--- src/rtl/abs_pkg.sv ---
// ----------------------------------------------------------------------------
// abs_pkg
// Shared types and constants for the arcade button sequencer: the sample,
// result and configuration layouts and the configuration register indexes.
// ----------------------------------------------------------------------------
package abs_pkg;

	localparam int unsigned IN_BYTES  = 5;
	localparam int unsigned OUT_BYTES = 2;
	localparam int unsigned CFG_W     = 16;
	localparam int unsigned IDX_W     = 3;

	localparam logic [IDX_W-1:0] REG_SINGLE_MACHINE = 3'd0;
	localparam logic [IDX_W-1:0] REG_COIN_PULSE     = 3'd1;
	localparam logic [IDX_W-1:0] REG_START_DELAY    = 3'd2;
	localparam logic [IDX_W-1:0] REG_START_PULSE    = 3'd3;
	localparam logic [IDX_W-1:0] REG_RESET_HOLD     = 3'd4;
	localparam logic [IDX_W-1:0] REG_EVENT_ENABLES  = 3'd5;

	localparam logic [15:0] COIN_PULSE_RST  = 16'd100;
	localparam logic [15:0] START_DELAY_RST = 16'd500;
	localparam logic [15:0] START_PULSE_RST = 16'd100;
	localparam logic [15:0] RESET_HOLD_RST  = 16'd3000;
	localparam logic [2:0]  EVENT_EN_RST    = 3'd7;

	localparam int unsigned EN_VOLUME  = 0;
	localparam int unsigned EN_MRESET  = 1;
	localparam int unsigned EN_ATTRACT = 2;

	typedef struct packed {
		logic [31:0] now_ms;
		logic        extra_button;
		logic        fire_button;
		logic        joy_down;
		logic        joy_up;
		logic        joy_right;
		logic        joy_left;
	} sample_t;

	typedef struct packed {
		logic       demo_sounds_off;
		logic       machine_reset;
		logic       attract_reset;
		logic       volume_down;
		logic       volume_up;
		logic       volume_request;
		logic       coin_out;
		logic       start_out;
		logic       fire_out;
		logic [3:0] joy_out;
	} result_t;

	typedef struct packed {
		logic        single_machine;
		logic [15:0] coin_pulse_ms;
		logic [15:0] start_delay_ms;
		logic [15:0] start_pulse_ms;
		logic [15:0] reset_hold_ms;
		logic [2:0]  event_enables;
	} cfg_t;

	localparam int unsigned SAMPLE_W = $bits(sample_t);
	localparam int unsigned RESULT_W = $bits(result_t);

endpackage

--- src/rtl/abs_engine.sv ---
// ----------------------------------------------------------------------------
// abs_engine
// Per-sample state update: coin/start sequence, volume requests, attract and
// machine reset events, and fire lockout. State advances when step is high.
// ----------------------------------------------------------------------------
module abs_engine #(
	parameter int unsigned TIME_BITS = 32
) (
	input  logic            clk,
	input  logic            arst_n,
	input  logic            step,
	input  abs_pkg::sample_t smp,
	input  abs_pkg::cfg_t    cfg,
	output abs_pkg::result_t res
);
	import abs_pkg::*;

	localparam int unsigned NOW_W = (TIME_BITS < 32) ? TIME_BITS : 32;
	localparam int unsigned CMP_W = (TIME_BITS > 16) ? TIME_BITS : 16;

	localparam logic [2:0] SEQ_IDLE  = 3'd0;
	localparam logic [2:0] SEQ_COIN  = 3'd1;
	localparam logic [2:0] SEQ_WAIT  = 3'd2;
	localparam logic [2:0] SEQ_START = 3'd3;
	localparam logic [2:0] SEQ_HOLD  = 3'd4;

	logic [2:0]           seq_q, seq_d;
	logic [TIME_BITS-1:0] coin_stamp_q, coin_stamp_d;
	logic [TIME_BITS-1:0] hold_stamp_q, hold_stamp_d;
	logic                 hold_armed_q, hold_armed_d;
	logic [2:0]           prev_q, prev_d;
	logic                 lockout_q, lockout_d;
	logic                 first_seen_q;
	logic                 demo_off_q, demo_off_d;

	logic [TIME_BITS-1:0] now;
	logic [TIME_BITS-1:0] coin_diff, hold_diff, hold_base;
	logic [15:0]          seq_limit;
	logic                 coin_exp, hold_exp;

	assign now = TIME_BITS'(smp.now_ms[NOW_W-1:0]);

	always_comb begin
		case (seq_q)
			SEQ_COIN:  seq_limit = cfg.coin_pulse_ms;
			SEQ_WAIT:  seq_limit = cfg.start_delay_ms;
			default:   seq_limit = cfg.start_pulse_ms;
		endcase
	end

	assign coin_diff = now - coin_stamp_q;
	assign coin_exp  = CMP_W'(coin_diff) > CMP_W'(seq_limit);

	always_comb begin
		logic vol;
		logic edge_seen;
		logic armed_v;
		vol       = smp.extra_button & cfg.event_enables[EN_VOLUME];
		armed_v   = hold_armed_q & ~(vol & (smp.joy_up | smp.joy_down));
		hold_base = armed_v ? hold_stamp_q : now;
		hold_diff = now - hold_base;
		hold_exp  = CMP_W'(hold_diff) > CMP_W'(cfg.reset_hold_ms);

		lockout_d  = lockout_q;
		demo_off_d = demo_off_q;
		if (!first_seen_q && smp.fire_button) begin
			lockout_d  = 1'b1;
			demo_off_d = 1'b1;
		end

		seq_d        = seq_q;
		coin_stamp_d = coin_stamp_q;
		case (seq_q)
			SEQ_IDLE: begin
				if (smp.extra_button) begin
					seq_d        = SEQ_COIN;
					coin_stamp_d = now;
				end
			end
			SEQ_COIN, SEQ_WAIT, SEQ_START: begin
				if (coin_exp) begin
					seq_d        = seq_q + 3'd1;
					coin_stamp_d = now;
				end
			end
			SEQ_HOLD: begin
				if (!smp.extra_button)
					seq_d = SEQ_IDLE;
			end
			default: seq_d = SEQ_IDLE;
		endcase

		res                 = '0;
		res.volume_request  = vol;
		res.volume_up       = vol & smp.joy_up;
		res.volume_down     = vol & smp.joy_down;

		hold_armed_d = armed_v;
		hold_stamp_d = hold_stamp_q;
		prev_d       = prev_q;
		if (!cfg.single_machine) begin
			edge_seen = (smp.joy_up & ~prev_q[0]) | (smp.joy_down & ~prev_q[1])
				| (smp.extra_button & ~prev_q[2]);
			res.attract_reset = edge_seen & cfg.event_enables[EN_ATTRACT];
			if (smp.extra_button) begin
				hold_armed_d = 1'b1;
				hold_stamp_d = hold_base;
				if (hold_exp) begin
					hold_stamp_d      = now;
					res.machine_reset = cfg.event_enables[EN_MRESET];
				end
			end else begin
				hold_armed_d = 1'b0;
			end
			prev_d = {smp.extra_button, smp.joy_down, smp.joy_up};
		end else begin
			edge_seen = 1'b0;
		end

		res.joy_out  = {smp.joy_down, smp.joy_up, smp.joy_right, smp.joy_left};
		res.fire_out = smp.fire_button;
		if (lockout_d && smp.fire_button) begin
			res.joy_out  = '0;
			res.fire_out = 1'b0;
		end else begin
			lockout_d = 1'b0;
		end

		res.start_out       = seq_d inside {SEQ_START, SEQ_HOLD};
		res.coin_out        = (seq_d == SEQ_COIN);
		res.demo_sounds_off = demo_off_d;
	end

	always_ff @(posedge clk or negedge arst_n) begin
		if (!arst_n) begin
			seq_q        <= SEQ_IDLE;
			coin_stamp_q <= '0;
			hold_stamp_q <= '0;
			hold_armed_q <= 1'b0;
			prev_q       <= '0;
			lockout_q    <= 1'b0;
			first_seen_q <= 1'b0;
			demo_off_q   <= 1'b0;
		end else if (step) begin
			seq_q        <= seq_d;
			coin_stamp_q <= coin_stamp_d;
			hold_stamp_q <= hold_stamp_d;
			hold_armed_q <= hold_armed_d;
			prev_q       <= prev_d;
			lockout_q    <= lockout_d;
			first_seen_q <= 1'b1;
			demo_off_q   <= demo_off_d;
		end
	end

endmodule

--- src/rtl/arcade_button_sequencer.sv ---
// ----------------------------------------------------------------------------
// arcade_button_sequencer
// Button sampling front end with timed coin/start sequence, volume, attract
// and machine reset events, and fire lockout.
// ----------------------------------------------------------------------------
// One result beat per sample beat. A sample is held in an input register and
// its result in an output register, so a result is presented once its sample
// has been taken into the input register and the engine's result into the
// output register; a new sample is taken in every cycle while the output side
// keeps up: the single state update per sample in the engine sets that rate of
// one beat per cycle. Configuration writes take effect on the next clock edge
// and are meant to be made while no beat is in flight.
// ----------------------------------------------------------------------------
module arcade_button_sequencer #(
	parameter int unsigned TIME_BITS = 32
) (
	input  logic                            clk,
	input  logic                            arst_n,
	input  logic                            s_tvalid,
	output logic                            s_tready,
	// joy_left, joy_right, joy_up, joy_down, fire_button, extra_button, now_ms
	input  logic [abs_pkg::IN_BYTES*8-1:0]  s_tdata,
	output logic                            m_tvalid,
	input  logic                            m_tready,
	// joy_out, fire_out, start_out, coin_out, volume_request, volume_up,
	// volume_down, attract_reset, machine_reset, demo_sounds_off
	output logic [abs_pkg::OUT_BYTES*8-1:0] m_tdata,
	input  logic                            cfg_we,
	input  logic [abs_pkg::IDX_W-1:0]       cfg_index,
	input  logic [abs_pkg::CFG_W-1:0]       cfg_data
);
	import abs_pkg::*;

	cfg_t    cfg_q;
	sample_t smp_s1;
	logic    valid_s1;
	result_t res;
	logic    m_valid_q;
	result_t m_res_q;
	logic    adv;

	always_ff @(posedge clk or negedge arst_n) begin
		if (!arst_n) begin
			cfg_q.single_machine <= 1'b0;
			cfg_q.coin_pulse_ms  <= COIN_PULSE_RST;
			cfg_q.start_delay_ms <= START_DELAY_RST;
			cfg_q.start_pulse_ms <= START_PULSE_RST;
			cfg_q.reset_hold_ms  <= RESET_HOLD_RST;
			cfg_q.event_enables  <= EVENT_EN_RST;
		end else if (cfg_we) begin
			case (cfg_index)
				REG_SINGLE_MACHINE: cfg_q.single_machine <= cfg_data[0];
				REG_COIN_PULSE:     cfg_q.coin_pulse_ms  <= cfg_data;
				REG_START_DELAY:    cfg_q.start_delay_ms <= cfg_data;
				REG_START_PULSE:    cfg_q.start_pulse_ms <= cfg_data;
				REG_RESET_HOLD:     cfg_q.reset_hold_ms  <= cfg_data;
				REG_EVENT_ENABLES:  cfg_q.event_enables  <= cfg_data[2:0];
				default: ;
			endcase
		end
	end

	assign adv      = !m_valid_q || m_tready;
	assign s_tready = !valid_s1 || adv;

	always_ff @(posedge clk or negedge arst_n) begin
		if (!arst_n) begin
			valid_s1  <= 1'b0;
			m_valid_q <= 1'b0;
		end else begin
			if (s_tready)
				valid_s1 <= s_tvalid;
			if (adv)
				m_valid_q <= valid_s1;
		end
	end

	always_ff @(posedge clk) begin
		if (s_tvalid && s_tready)
			smp_s1 <= sample_t'(s_tdata[SAMPLE_W-1:0]);
		if (valid_s1 && adv)
			m_res_q <= res;
	end

	abs_engine #(
		.TIME_BITS(TIME_BITS)
	) u_engine (
		.clk   (clk),
		.arst_n(arst_n),
		.step  (valid_s1 && adv),
		.smp   (smp_s1),
		.cfg   (cfg_q),
		.res   (res)
	);

	assign m_tvalid = m_valid_q;
	assign m_tdata  = (OUT_BYTES*8)'(m_res_q);

endmodule

--- config.mk ---
export PLATFORM = sky130hd
export DESIGN_NAME = arcade_button_sequencer
export DESIGN_NICKNAME = d
export VERILOG_FILES = /design/src/rtl/abs_pkg.sv /design/src/rtl/abs_engine.sv /design/src/rtl/arcade_button_sequencer.sv
export SDC_FILE = /design/constraint.sdc
export NUM_CORES = 1
export LEC_CHECK = 0
export BUFFER_PORTS_ARGS = -buffer_cell sky130_fd_sc_hd__buf_2
export CAP_MARGIN = 20
export CORE_ASPECT_RATIO = 1.25
export CORE_MARGIN = 1.5
export CORE_UTILIZATION = 40
export DETAILED_ROUTE_END_ITERATION = 6
export MAX_ROUTING_LAYER = met4
export PLACE_DENSITY = 0.57
export SKIP_CTS_REPAIR_TIMING = 1
export SLEW_MARGIN = 20
export SYNTH_ARGS = -nofsm -noshare
export SYNTH_HDL_FRONTEND = slang
export SYNTH_HIERARCHICAL = 1
export SYNTH_SLANG_ARGS = --single-unit
--- constraint.sdc ---
create_clock -name clk -period 6.9 [get_ports clk]
set_input_delay 0.69 -clock clk [delete_from_list [all_inputs] [get_ports clk]]
set_output_delay 0.69 -clock clk [all_outputs]
set_load 0.005 [all_outputs]
==> results of run 1 <==
==> layout make-up <==
cell class	count	area, sq um
Clock buffer	20	478
Timing Repair Buffer	92	519
Multi-Input combinational cell	961	7520
Inverter	85	319
Fill cell	3142	18000
Tap cell	418	523
Sequential cell	195	5160
Clock inverter	12	133
==> worst paths after layout <==
kind / slack (ns) / cells after the start / start / endpoint
setup / recovery: 0.63 / 22 / smp_s1[6]$_DFFE_PP_ / u_engine/coin_stamp_q[30]$_DFFE_PN0P_
hold / removal: 0.24 / 1 / arst_n / u_engine/coin_stamp_q[28]$_DFFE_PN0P_
setup reg to reg: 0.63 / 22 / smp_s1[6]$_DFFE_PP_ / u_engine/coin_stamp_q[30]$_DFFE_PN0P_
hold reg to reg: 0.47 / 1 / u_engine/first_seen_q$_DFFE_PN0P_ / u_engine/first_seen_q$_DFFE_PN0P_
max in group asynchronous: 5.22 / 2 / arst_n / cfg_q[17]$_DFFE_PN0P_
min in group clk: 0.39 / 1 / s_tdata[35] / smp_s1[35]$_DFFE_PP_
==> layer usage <==
metal  share of wire  vias up  GRT usage
met5               0        -          -
met4           0.022        0     0.0692
met3           0.024       40     0.0276
met2            0.50      147      0.371
met1            0.45     4887      0.253
li1                -     4874          -
==> synth_stat cells (all sizes together) (18+ instances only) <==
| cell type | number |
|---|---|
| o21ai | 62 |
| mux2 | 122 |
| nand2 | 79 |
| a22o | 18 |
| a21o | 33 |
| buf | 24 |
| nand4 | 22 |
| xnor2 | 31 |
| nand2b | 24 |
| clkbuf | 30 |
| and2 | 20 |
| dfstp | 22 |
| ha | 89 |
| dfrtp | 122 |
| nor2 | 59 |
| edfxtp | 51 |
| a21oi | 95 |
| mux2i | 39 |
| inv | 85 |
==> metrics by stage <==
| step | instances | hold slack [ns] | worst slack [ns] | utilization |
|---|---|---|---|---|
| 2_1_floorplan | 1295 | 0.394 | 1.14 | - |
| 3_3_place_gp | 1750 | 0.453 | 0.734 | 0.429 |
| 3_5_place_dp | 1750 | 0.455 | 0.619 | 0.429 |
| 4_1_cts | 1782 | 0.255 | 0.588 | 0.448 |
| 5_1_grt | 1783 | 0.293 | 0.0869 | 0.448 |
| 6_report | 1783 | 0.245 | 0.634 | 0.448 |
==> kinds of logic after synthesis <==
logic type | count (synthesis) | share of synthesized area
adder cells (fa/ha/maj) | 100 | 0.0929
other | 1 | 0.000282
multiplexers | 161 | 0.147
AND/OR/NAND/NOR | 310 | 0.122
XOR/XNOR | 48 | 0.0316
buffers and inverters | 139 | 0.0475
flip-flops | 195 | 0.389
AO/OA/AOI/OAI | 339 | 0.170
==> registers in the layout, indices dropped and copies added, names as in the netlist <==
signal and flops:
cfg_q 68, m_tdata 13, m_tvalid 1, smp_s1 38, u_engine/coin_stamp_q 32, u_engine/demo_off_q 1
u_engine/first_seen_q 1, u_engine/hold_armed_q 1, u_engine/hold_stamp_q 32, u_engine/lockout_q 1, u_engine/prev_q 3, u_engine/seq_q 3
valid_s1 1
==> power by group through the flow <==
stage | Clock (mW) | Combinational, mW | Sequential (mW)
after floorplan | 0 | 2.67 | 1.65
after global placement | 0 | 3.45 | 1.70
after detailed placement | 0 | 3.49 | 1.71
after CTS | 1.07 | 3.51 | 1.69
after global routing | 1.11 | 3.93 | 1.73
final | 1.05 | 3.52 | 1.69
==> metrics.md, run 1 <==
| Metric | Value |
|---|---|
| Crit path largest cell delay | 0.58 ns |
| Flop pwr share | 0.270 |
| GR Overflow Total | 0 |
| Max_slew headroom | 0.269 |
| Worst setup EP type | flip-flop |
| Ys flop type | dfrtp_1 |
| Switching power | around 2.7 mW |
| Pwr Density | between 400 and 500 mW/mm^2 |
| Die Wd | 166 um |
| Final hold vios | 0 |
| Required @ worst endpoint | approximately 7.2 ns |
| DR pass1 iterations | 5 |
| Commonest non-fill, non-tap cell in the layout | dfrtp_1 |
| Highest-delay cell along the critical path | or4_4 |
| Design area | ~0.015 sq mm |
| Sw Ratio | 0.427 |
| Max_cap viols | 0 |
| Avg Vias per Cell | between 5 and 6 |
| RSZ-0062 raised after global routing | false |
| Area Growth Syn to Fin | 10.3% |
| Final count of negative-setup-slack endpoints | 0 |
| Worst-skew pair later-pin latency | 0.47 ns |
| Clock group share of total power | 0.167 |
| Full die area | approximately 0.034 sq mm |
| Clock skew | 0.0205 ns |
| Synth cell types | 84 |
| Largest net degree at the start of global routing | 77 |
| Dpl cell area | ~0.014 sq mm |
| Total GRT Usage | 0.212 |
| Antenna violation net count after detailed routing | 0 |
| Core Footprint | 0.0327 sq mm |
| Ordered cell list for the critical path | inv_1 > ha_1 > fa_1 > nand2b_1 > a21oi_1 > o21ai_0 > a221oi_1 > nor2_1 > xnor2_1 > ha_1 > a21oi_1 > nand2_1 > a221o_1 > o31a_1 > a211oi_1 > a21boi_1 > or4b_1 > or4_4 > o21ai_2 > nor2_4 > buf_4 > mux2_4 |
| Logic gate share of total power | 0.563 |
| Row Count | 74 |
| Asr flop ratio synth | 0.738 |
| Synth area leaders | dfrtp_1, edfxtp_1, ha_1, mux2_2, mux2_4 |
| Vias in the first global route | a little under 10,000 |
| Worst Hold Class | input port to async pin |
| DP HPWL | about 26,000 um |
| Area leader, netlist | dfrtp_1 |
| Syn_area_per_cell | between 10 and 15 sq um |
| Cts bufs inserted | 17 |
| Die Y | about 210 um |
| Post-synth EDFFs | 51 |
| Ys Warns | 6 |
| Detailed-route wire length per cell | between 15 and 20 um |
| Initial antenna violation count | 0 |
| IR drop worst, VDD | 0.000204 V |
| Highest-count cells in the layout ignoring fill and taps | dfrtp_1, a21oi_1, ha_1 |
| Root Buffer Master | clkbuf_16 |
| Critical path type | flip-flop to flip-flop |
| # DRC | 0 |
| Synth top area share | 0.230 |
| CTS tree | done |
| LEAKAGE | 6.45 nW |
| CTS H-tree depth | 4 |
| Share of cells above drive strength 1 | 0.216 |
| Period utilization | 0.908 |
| Max Slew Vio Count | 0 |
| Worst-path clk slew | 0.08 ns |
| Arrival time at the worst endpoint | approximately 6.6 ns |
| I/O pin count | roughly 80 |
| Post-Syn Area | roughly 0.013 sq mm |
| Final RePlAce weighted congestion | 0.913 |
| Global-route wire length before repair | around 55,000 um |
| Pin slew with the least headroom to its limit | 1.10 ns |
| Yosys reg bits | 195 |
| Initial detailed-routing violation count | between 400 and 500 |
| CP Launch Type | flip-flop |
| Total wire length after detailed routing | about 34,000 um |
| Vias | slightly below 10,000 |
| Internal Power | around 3.6 mW |
| Post-synthesis sequential area ratio | 0.389 |
| Crit path max fanout | 17 |
| Buf+Inv Stages, Crit Path | 2 |
| Port Buffers | between 70 and 80 |
| Setup TNS | 0 ns |
| Ant. Diodes | 0 |
| Post-Syn Instances | approximately 1,300 |
| Tmin final | around 6.3 ns |
| CTS Buffer Depth | 2 |
| # nets final | ~1,500 |
| Crit path max-delay family | compound AO/OA/AOI/OAI gates |
| Clock sink count | between 150 and 200 |
| Status | finished, final reports clean |
| Total Power | between 6 and 7 mW |
| F_max | 0.160 GHz |
| Initial Util | 0.406 |
No activity file was read; power rests on OpenSTA's default activity.
==> run 2, diff against run 1 <==
Settings changed: SYNTH_HIERARCHICAL 1 to unset.
==> run 2 against run 1 <==
Against the previous run:
- flip-flop and latch count is the same
- register-to-register slack lost 0.02 ns
- first-iteration DRC count grew 39%
- wire length shrank 4.0%
- fmax shrank 0.26%
- critical path type unchanged
- critical endpoint is now u_engine.hold_stamp_q[22]$_DFFE_PN0P_
- largest power group unchanged
==> metrics.md, run 2 <==
| Metric | Value |
|---|---|
| Status | finished, final reports clean |
| Area Growth Syn to Fin | 9.56% |
| Switching power | 2.50 mW (-6.2%) |
| Fin cells | 1,746 (-2.1%) |
| Clock sink count | 195 (unchanged) |
| Total GRT Usage | 0.211 (-0.00103) |
| Post-Syn Instances | 1,267 (-2.0%) |
| Vias | 9,783 (-1.7%) |
| Vias in the first global route | 9,787 (-0.061%) |
| Compound-gate portion of the synthesized area | 0.172 (+0.00221) |
| Post-synthesis sequential area ratio | 0.394 (+0.00527) |
| Initial Util | 0.409 (+0.00237) |
| Worst slack, placed | 0.688 ns (+0.0687 ns) |
| Most flop-heavy register | cfg_q |
| Detailed-route wire length per cell | 18.9 um (-2.0%) |
| Arrival time at the worst endpoint | 6.63 ns (+0.03 ns) |
| # nets final | 1,484 (-1.5%) |
| Pin slew with the least headroom to its limit | 1.01 ns (-0.0901 ns) |
| Crit path max fanout | 32 (+15) |
| Main combinational cell family by area after synthesis | compound AO/OA/AOI/OAI gates |
| I/O pin count | 82 (unchanged) |
| Max Slew Vio Count | 0 (unchanged) |
| Root Buffer Master | clkbuf_16 |
| Synth top cells by count | dfrtp_1, a21oi_1, ha_1, nand2_1, inv_1 |
| Cts bufs inserted | 17 (unchanged) |
| Synth Area in XOR/XNOR | 0.0274 (-0.00425) |
| Post-synth EDFFs | 51 (unchanged) |
| Slack of the critical path | 0.618 ns (-0.0160 ns) |
| Design area | 0.0144 sq mm (-2.0%) |
| CTS tree | done |
| Avg Vias per Cell | 5.60 (+0.43%) |
| CTS H-tree depth | 4 (unchanged) |
| Die Wd | 165 um (-0.66%) |
| Syn_area_per_cell | 10.3 sq um (+0.69%) |
| Clock group share of total power | 0.172 (+0.005) |
| Dpl cell area | 0.0138 sq mm (-1.8%) |
| Max FFs per register | 68 (unchanged) |
| Worst setup EP type | flip-flop |
| Setup TNS | 0 ns (unchanged) |
| Highest-count cells in the layout ignoring fill and taps | dfrtp_1, a21oi_1, ha_1 |
| Share of cells above drive strength 1 | 0.210 (-0.00622) |
| Worst-path clk slew | 0.08 ns (about the same) |
| LEAKAGE | 6.31 nW (-2.1%) |
| Post-Syn Area | 0.0131 sq mm (-1.3%) |
| DR pass1 iterations | 5 (unchanged) |
| Initial detailed-routing violation count | 668 (+39%) |
| Global-route wire length before repair | 53,200 um (-2.7%) |
| Ys flop type | dfrtp_1 |
| Critical path type | flip-flop to flip-flop |
| Period utilization | 0.910 (+0.00232) |
| Commonest non-fill, non-tap cell in the layout | dfrtp_1 |
| # DRC | 0 (unchanged) |
| Pwr Density | 412 mW/mm^2 (-3.3%) |
| Post-synthesis mux area share | 0.144 (-0.00316) |
| Final RePlAce weighted congestion | 0.907 (-0.66%) |
| Area leader, netlist | dfrtp_1 |
| Full die area | 0.0339 sq mm (-1.3%) |
| Logic gate share of total power | 0.547 (-0.016) |
| Max_slew headroom | 0.330 (+0.0601) |
| Final core occ | 0.448 (-0.000555) |
| F_max | 0.159 GHz (-0.26%) |
| CTS Buffer Depth | 2 (unchanged) |
| Ant. Diodes | 0 (unchanged) |
| Total wire length after detailed routing | 32,900 um (-4.0%) |
| Number of cells after detailed placement | 1,714 (-2.1%) |
| Yosys reg bits | 195 (unchanged) |
| Antenna violation net count after detailed routing | 0 (unchanged) |
| GR Overflow Total | 0 (unchanged) |
| Sw Ratio | 0.423 (-0.00415) |
| Asr flop ratio synth | 0.738 (unchanged) |
| Simple-Gate Fraction of Synth Area | 0.121 (-0.00130) |
| IR drop worst, VDD | 0.000222 V (+8.8%) |
| Worst-skew pair later-pin latency | 0.46 ns (about the same) |
| Initial antenna violation count | 0 (unchanged) |
| Most numerous cell in the Yosys netlist | dfrtp_1 |
| Largest net degree at the start of global routing | 87 (+13%) |
| Post-Synth Adder-Cell Area | 0.0957 (+0.00279) |
| Synth cell types | 94 (+12%) |
| DP HPWL | 25,000 um (-5.0%) |
| RSZ-0062 raised after global routing | false |
| Synth area leaders | dfrtp_1, edfxtp_1, ha_1, mux2_4, mux2_2 |
| Tmin final | 6.28 ns (+0.0160 ns) |
| Final hold vios | 0 (unchanged) |
| Row Count | 73 (-1.4%) |
| Ys Warns | 0 (-6) |
| Top flop regs | cfg_q x68, smp_s1 x38 |
| CP Launch Type | flip-flop |
| Die Y | 205 um (-0.66%) |
| Synth top area share | 0.233 (+0.00312) |
| Max_cap viols | 0 (unchanged) |
| Port Buffers | 76 (unchanged) |
| Internal Power | 3.42 mW (-4.6%) |
| Core Footprint | 0.0321 sq mm (-1.9%) |
| Final count of negative-setup-slack endpoints | 0 (unchanged) |
| Clock skew | 0.0145 ns (-0.00599 ns) |
| Worst Hold Class | input port to async pin |
| Required @ worst endpoint | 7.25 ns (about the same) |
| Flop pwr share | 0.281 (+0.011) |
-- run 2: routing by layer --
metal | share of wire | track usage | routed length (um)
met3 | 0.030 | 0.0258 | 993
met2 | 0.51 | 0.364 | 16700
met4 | 0.021 | 0.0692 | 694
met1 | 0.44 | 0.254 | 14500
met5 | 0 | - | 0
-- run 2: layout make-up --
class                           instances  area, sq um
Inverter                               76          285
Timing Repair Buffer                   85          454
Tap cell                              412          515
Clock inverter                         15          158
Fill cell                            3111        17700
Sequential cell                       195         5160
Multi-Input combinational cell        946         7360
Clock buffer                           17          425
-- run 2: path summary, 6_finish.rpt --
kind                                 startpoint                                     to  slack, ns  cells after the start
min                                      arst_n                   m_tvalid$_DFFE_PN0P_       0.28                      1
max reg2reg                 smp_s1[5]$_DFFE_PP_  u_engine.hold_stamp_q[22]$_DFFE_PN0P_       0.62                     22
min reg2reg                valid_s1$_DFFE_PN0N_                   m_tvalid$_DFFE_PN0P_       0.50                      1
max                         smp_s1[5]$_DFFE_PP_  u_engine.hold_stamp_q[22]$_DFFE_PN0P_       0.62                     22
max in group asynchronous                arst_n                  cfg_q[48]$_DFFE_PN0P_       5.32                      2
min in group clk                    s_tdata[31]                   smp_s1[31]$_DFFE_PP_       0.39                      1
-- run 2: power by group through the flow --
stage	logic [mW]	clock network, mW	registers, mW
6_report	3.24	1.02	1.66
5_1_grt	3.64	1.08	1.70
4_1_cts	3.24	1.04	1.67
3_5_place_dp	3.21	0	1.69
3_3_place_gp	3.18	0	1.68
2_1_floorplan	2.55	0	1.63
-- run 2: metrics by stage --
step | total power [mW] | hold WS, ns
finish | 5.92 | 0.282
global route | 6.43 | 0.350
CTS | 5.94 | 0.325
detailed placement | 4.90 | 0.488
global placement | 4.86 | 0.466
floorplan | 4.18 | 0.394
-- run 2: worst max-delay path, cell delays in order, from the launching register on --
cell and delay [ns]:
edfxtp_1 0.58, o211a_1 0.23, nor2_1 0.46, nand2_1 0.09
o21ai_0 0.09, ha_1 0.19, inv_1 0.05, fa_1 0.43
a211oi_1 0.38, o31ai_4 0.11, a21boi_1 0.48, o21ai_0 0.31
xor2_1 0.21, ha_1 0.22, a211o_1 0.29, a21oi_1 0.12
o21ai_0 0.12, nor3_1 0.34, o2111a_1 0.24, nand4_1 0.23
o21ba_2 0.28, buf_4 0.31, mux2_4 0.37
-- run 2: logic make-up (layout without fill, tap and decap cells) --
| family | after synthesis | after routing |
|---|---|---|
| and+or+nand+nor | 310 | 310 |
| adders and majority gates | 99 | 99 |
| buffers and inverters | 128 | 193 |
| DFF | 195 | 195 |
| other | 1 | 3 |
| xor gates and xnor gates | 41 | 41 |
| muxes | 151 | 151 |
| AOI/OAI and AO/OA | 342 | 342 |
